==> src/rtl/btmx_pkg.sv <==
// Shared types and constants for the binary trie maximum-XOR block.
// Used by the controller, the datapath and the top level; depends on nothing.
package btmx_pkg;

	localparam int KEY_BITS       = 31;
	localparam int NODES_DEF      = 65536;
	localparam int COUNT_BITS_DEF = 16;
	localparam int LVL_W          = $clog2(KEY_BITS);
	localparam int MISS_W         = $clog2(KEY_BITS + 1);

	localparam logic [1:0] OP_INSERT = 2'd0;
	localparam logic [1:0] OP_DELETE = 2'd1;
	localparam logic [1:0] OP_QUERY  = 2'd2;

	localparam logic [1:0] ST_DONE   = 2'd0;
	localparam logic [1:0] ST_ABSENT = 2'd1;
	localparam logic [1:0] ST_FULL   = 2'd2;

	typedef struct packed {
		logic [1:0]          operation;
		logic [KEY_BITS-1:0] key;
	} in_t;

	typedef struct packed {
		logic [KEY_BITS-1:0] max_xor;
		logic [1:0]          status;
	} out_t;

	typedef enum logic [3:0] {
		A_NONE,
		A_LOAD,
		A_RD,
		A_I1,
		A_I2RST,
		A_I2,
		A_TAKE,
		A_LINK,
		A_LINC,
		A_D,
		A_LDEC,
		A_PSET,
		A_PEV,
		A_Q,
		A_OUT
	} act_t;

	typedef struct packed {
		act_t       act;
		logic [1:0] code;
	} cmd_t;

	typedef struct packed {
		logic [1:0] op;
		logic       nx_zero;
		logic       alt_zero;
		logic       last;
		logic       full;
		logic       cnt_zero;
		logic       cnt_one;
		logic       prune_stop;
		logic       out_free;
	} stat_t;

endpackage

==> src/rtl/btmx_ctrl.sv <==
// Sequencing state machine for the trie block: walks, node allocation and pruning.
// Depends on btmx_pkg; drives the datapath through cmd_t and reads back stat_t.
module btmx_ctrl (
	input  logic              clk,
	input  logic              arst_n,
	input  logic              in_valid,
	output logic              in_ready,
	input  btmx_pkg::stat_t   stat,
	output btmx_pkg::cmd_t    cmd
);

	typedef enum logic [4:0] {
		S_IDLE, S_I1_RD, S_I1_EV, S_I_CHK, S_I2_RD, S_I2_EV, S_I_TAKE, S_I_LINK,
		S_L_RD, S_L_EV, S_D_RD, S_D_EV, S_DL_RD, S_DL_EV, S_P_SET, S_P_RD,
		S_P_EV, S_Q_RD, S_Q_EV, S_DONE
	} state_t;

	state_t     state_q;
	logic [1:0] code_q;

	assign in_ready = (state_q == S_IDLE);

	always_comb begin
		cmd.code = code_q;
		case (state_q)
			S_IDLE:   cmd.act = in_valid ? btmx_pkg::A_LOAD : btmx_pkg::A_NONE;
			S_I1_RD, S_I2_RD, S_L_RD, S_D_RD, S_DL_RD, S_P_RD, S_Q_RD:
				cmd.act = btmx_pkg::A_RD;
			S_I1_EV:  cmd.act = btmx_pkg::A_I1;
			S_I_CHK:  cmd.act = btmx_pkg::A_I2RST;
			S_I2_EV:  cmd.act = btmx_pkg::A_I2;
			S_I_TAKE: cmd.act = btmx_pkg::A_TAKE;
			S_I_LINK: cmd.act = btmx_pkg::A_LINK;
			S_L_EV:   cmd.act = btmx_pkg::A_LINC;
			S_D_EV:   cmd.act = btmx_pkg::A_D;
			S_DL_EV:  cmd.act = btmx_pkg::A_LDEC;
			S_P_SET:  cmd.act = btmx_pkg::A_PSET;
			S_P_EV:   cmd.act = btmx_pkg::A_PEV;
			S_Q_EV:   cmd.act = btmx_pkg::A_Q;
			S_DONE:   cmd.act = stat.out_free ? btmx_pkg::A_OUT : btmx_pkg::A_NONE;
			default:  cmd.act = btmx_pkg::A_NONE;
		endcase
	end

	always_ff @(posedge clk or negedge arst_n) begin
		if (!arst_n) begin
			state_q <= S_IDLE;
			code_q  <= btmx_pkg::ST_DONE;
		end else begin
			case (state_q)
				S_IDLE: begin
					if (in_valid) begin
						code_q <= btmx_pkg::ST_DONE;
						case (stat.op)
							btmx_pkg::OP_INSERT: state_q <= S_I1_RD;
							btmx_pkg::OP_DELETE: state_q <= S_D_RD;
							btmx_pkg::OP_QUERY:  state_q <= S_Q_RD;
							default:             state_q <= S_DONE;
						endcase
					end
				end
				S_I1_RD: state_q <= S_I1_EV;
				S_I1_EV: state_q <= (stat.nx_zero || stat.last) ? S_I_CHK : S_I1_RD;
				S_I_CHK: begin
					if (stat.full) begin
						code_q  <= btmx_pkg::ST_FULL;
						state_q <= S_DONE;
					end else begin
						state_q <= S_I2_RD;
					end
				end
				S_I2_RD: state_q <= S_I2_EV;
				S_I2_EV: begin
					if (stat.nx_zero) begin
						state_q <= S_I_TAKE;
					end else begin
						state_q <= stat.last ? S_L_RD : S_I2_RD;
					end
				end
				S_I_TAKE: state_q <= S_I_LINK;
				S_I_LINK: state_q <= stat.last ? S_L_RD : S_I2_RD;
				S_L_RD:   state_q <= S_L_EV;
				S_L_EV:   state_q <= S_DONE;
				S_D_RD:   state_q <= S_D_EV;
				S_D_EV: begin
					if (stat.nx_zero) begin
						code_q  <= btmx_pkg::ST_ABSENT;
						state_q <= S_DONE;
					end else begin
						state_q <= stat.last ? S_DL_RD : S_D_RD;
					end
				end
				S_DL_RD: state_q <= S_DL_EV;
				S_DL_EV: begin
					if (stat.cnt_zero) begin
						code_q  <= btmx_pkg::ST_ABSENT;
						state_q <= S_DONE;
					end else begin
						state_q <= stat.cnt_one ? S_P_SET : S_DONE;
					end
				end
				S_P_SET: state_q <= S_P_RD;
				S_P_RD:  state_q <= S_P_EV;
				S_P_EV:  state_q <= stat.prune_stop ? S_DONE : S_P_SET;
				S_Q_RD:  state_q <= S_Q_EV;
				S_Q_EV: begin
					if ((stat.nx_zero && stat.alt_zero) || stat.last) begin
						state_q <= S_DONE;
					end else begin
						state_q <= S_Q_RD;
					end
				end
				S_DONE: begin
					if (stat.out_free) begin
						state_q <= S_IDLE;
					end
				end
				default: state_q <= S_IDLE;
			endcase
		end
	end

endmodule

==> config.mk <==
export PLATFORM = sky130hd
export DESIGN_NAME = btmx_ctrl
export DESIGN_NICKNAME = d
export VERILOG_FILES = /design/src/rtl/btmx_pkg.sv /design/src/rtl/btmx_ctrl.sv
export SDC_FILE = /design/constraint.sdc
export NUM_CORES = 1
export LEC_CHECK = 0
export BUFFER_PORTS_ARGS = -buffer_cell sky130_fd_sc_hd__buf_2
export CORE_MARGIN = 2
export CORE_UTILIZATION = 50
export DETAILED_ROUTE_END_ITERATION = 8
export PLACE_DENSITY = 0.74
export SETUP_SLACK_MARGIN = 0.4
export SYNTH_ARGS = -nofsm -noshare
export SYNTH_HDL_FRONTEND = slang
export SYNTH_SLANG_ARGS = --single-unit
export TNS_END_PERCENT = 10
==> constraint.sdc <==
create_clock -name clk -period 2.3 [get_ports clk]
set_input_delay 0.345 -clock clk [delete_from_list [all_inputs] [get_ports clk]]
set_output_delay 0.345 -clock clk [all_outputs]
set_load 0.1 [all_outputs]
==> summary.txt <==
Layout
  – ANT cells: 0
  – Commonest cells after routing, fill and taps aside: nand2_1, buf_2, buf_4
  – Fraction of layout cells with a size suffix above 1: 0.4000
  – Area of the multi-input gates: about 700 sq um
  – Commonest non-fill, non-tap cell in the layout: nand2_1
  – Area Growth Syn to Fin: 42.16%
  – Fin nets: 179
  – Register area: 180.2 sq um
  – Fill cells: 130

Place
  – Placer Congestion: 1.001
  – Place WS: between 400 and 500 ps
  – DP Wirelength: roughly 2100 um
  – PortBufs: 19

Clocking
  – H-tree level count: 1
  – Reg clk slew, reported paths: ~70 ps
  – Clock Tree Buf Depth: 2
  – Insertion delay to the later sink of the worst-skew pair: about 270 ps
  – Clock sinks: 7
  – CTS tree: built
  – Root buf cell: clkbuf_4
  – Inserted Clock Buffers: 3

Min path
  – Worst hold path type: in2reg

Timing
  – Final setup fails: 0
  – Crit share post-route: 0.8668
  – RSZ-0062 raised after global routing: yes
  – Fmax achieved: about 500 MHz
  – Final-report hold violation count: 0
  – Fin. max-slew vios: 0
  – Actual slew at the worst max-slew pin: approximately 560 ps
  – Max-slew headroom: 0.6260
  – Final WS setup: around 300 ps
  – Clock Skews: approximately 16 ps
  – Setup TNS: 0 ps
  – Final min period: 1994 ps

GRT
  – Initial antenna violation count: 0
  – Gr ovfl total: 0
  – Gr usage total: 0.3187
  – Vias in the first global route: 1,049
  – Largest net degree at the start of global routing: 16
  – Global-route wire length before repair: around 5000 um

Setup path
  – CP max stage cell: dfrtp_2
  – Cell mode on critical path: nand2_1
  – Crit path max-delay family: flip-flops
  – Worst path bufs/invs: 2
  – Worst Path Arrival: between 1500 and 2000 ps
  – Critical Path RT: about 2000 ps
  – R2R Setup Slk: 560 ps
  – Startpoint Class: register
  – Crit end category: output pin
  – CP Max Fanout: 6
  – Crit-path cells: inv_2 -> nand2_1 -> nand2_1 -> a31oi_1 -> o21ai_2 -> buf_12
  – Kind of critical path: reg2out
  – Slowest stage delay, CP: around 450 ps

Logic synthesis
  – Share of the synthesized area in the top cell type: 0.1892
  – Post-Synthesis Cell Area: roughly 900 sq um
  – Seq/Total Area, Yosys: 0.1892
  – Leading area contributor after synthesis: dfrtp_1
  – Post-synth ARST share: 1.000
  – Synth Instances: roughly 130
  – Post-Syn Area per Cell: roughly 7 sq um
  – Most used DFF post-synth: dfrtp_1
  – EDFF count, synth: 0
  – Synth cell types: between 40 and 50
  – Synth warnings: 0
  – FF+latch count, synth: 7
  – Top post-synthesis cells by area: dfrtp_1, nand2_1, a21oi_1
  – Post-Syn Nets: between 100 and 150

Floorplan
  – Starting density of the core: 0.5362
  – Rows: 15
  – I/O pins: 20
  – Core area: 1727 sq um
  – Die Width: approximately 47 um
  – Vert. Die Dim: roughly 47 um
  – Die ar.: ~2200 sq um

Routing
  – Detailed Route Iter0 Violations: between 100 and 150
  – TritonRoute pass-1 iters: 6
  – Vias per inst: 6.558
  – Antenna Violating Nets Remaining: 0
  – Vias after detailed routing: between 1,000 and 1,500
  – Final wirelength: between 3000 and 4000 um
  – Drt drc: 0
  – Avg WL per Cell: approximately 17 um

Outcome
  – Status: finished clean

Job
  – Max_cap viols: 0
-- worst register-to-register path: cells and delay by family, from the launching register on --
| kind | cells | cell delay (ps) |
|---|---|---|
| compound gates | 1 | 320 |
| buf+inv | 1 | 280 |
| flops | 1 | 520 |
| mux | 1 | 330 |
| simple gates | 1 | 180 |
-- layout make-up --
cell class	count	share of cell area
Multi-Input combinational cell	109	0.5466
Timing Repair Buffer	39	0.2529
Sequential cell	7	0.1369
Tap cell	25	0.02376
Clock buffer	4	0.01996
Inverter	6	0.01996
-- cell families after synthesis --
family / synth area share
compound gates: 0.3595
simple gates: 0.3378
flops: 0.1892
mux: 0.01621
buf+inv: 0.09729
-- layer usage --
| layer | GRT usage | vias to the layer above | part of all wire |
|---|---|---|---|
| met5 | 0 | - | 0 |
| met4 | 0.1167 | 0 | 0.050 |
| met3 | 0.04231 | 30 | 0.10 |
| met2 | 0.4849 | 97 | 0.44 |
| met1 | 0.4583 | 563 | 0.41 |
| li1 | - | 556 | - |
-- through the flow --
step / instance area, sq um / utilization / std cells / hold slack (ps)
finish: 1316 / 0.7623 / 190 / 391.5
CTS: 1289 / 0.7464 / 189 / 401.0
floorplan: 962.2 / - / 133 / 49.41
global route: 1316 / 0.7623 / 190 / 415.0
global placement: 1131 / 0.6551 / 174 / 195.3
detailed placement: 1131 / 0.6551 / 174 / 199.8
-- path summary, 6_finish.rpt --
path / start / to / cells past startpoint
max in group asynchronous: arst_n / state_q[0]$_DFFE_PN0P_ / 2
hold / removal: stat[9] / state_q[4]$_DFFE_PN0P_ / 3
setup reg to reg: state_q[1]$_DFFE_PN0P_ / code_q[0]$_DFFE_PN0P_ / 4
min in group asynchronous: arst_n / state_q[2]$_DFFE_PN0P_ / 2
hold reg to reg: code_q[1]$_DFFE_PN0P_ / code_q[1]$_DFFE_PN0P_ / 1
setup / recovery: state_q[0]$_DFFE_PN0P_ / cmd[2] / 6
-- repair_timing --
action | in CTS | in global routing
setup buffers | 10 | 1
pin swaps | 3 | 2
hold buffers | 1 | 0
gates resized for setup | 18 | 5
endpoints found under the hold margin | 7 | 0
endpoints found under the setup margin | 5 | 5
-- registers in the layout, indices dropped and copies added (netlist names) --
register,flops
code_q,2
state_q,5
-- Yosys cell counts (4+ instances only) --
cell type  count
inv_1          6
nand3_1        5
a21oi_1       14
nand2_1       19
dfrtp_1        7
nor4_1         4
o21ai_0        9
nor2b_1        4
nor2_1        10
a31oi_1        5
buf_2          6
Power is not shown: default switching activity piles up to over one toggle a cycle in this logic, so the estimate is an artifact.
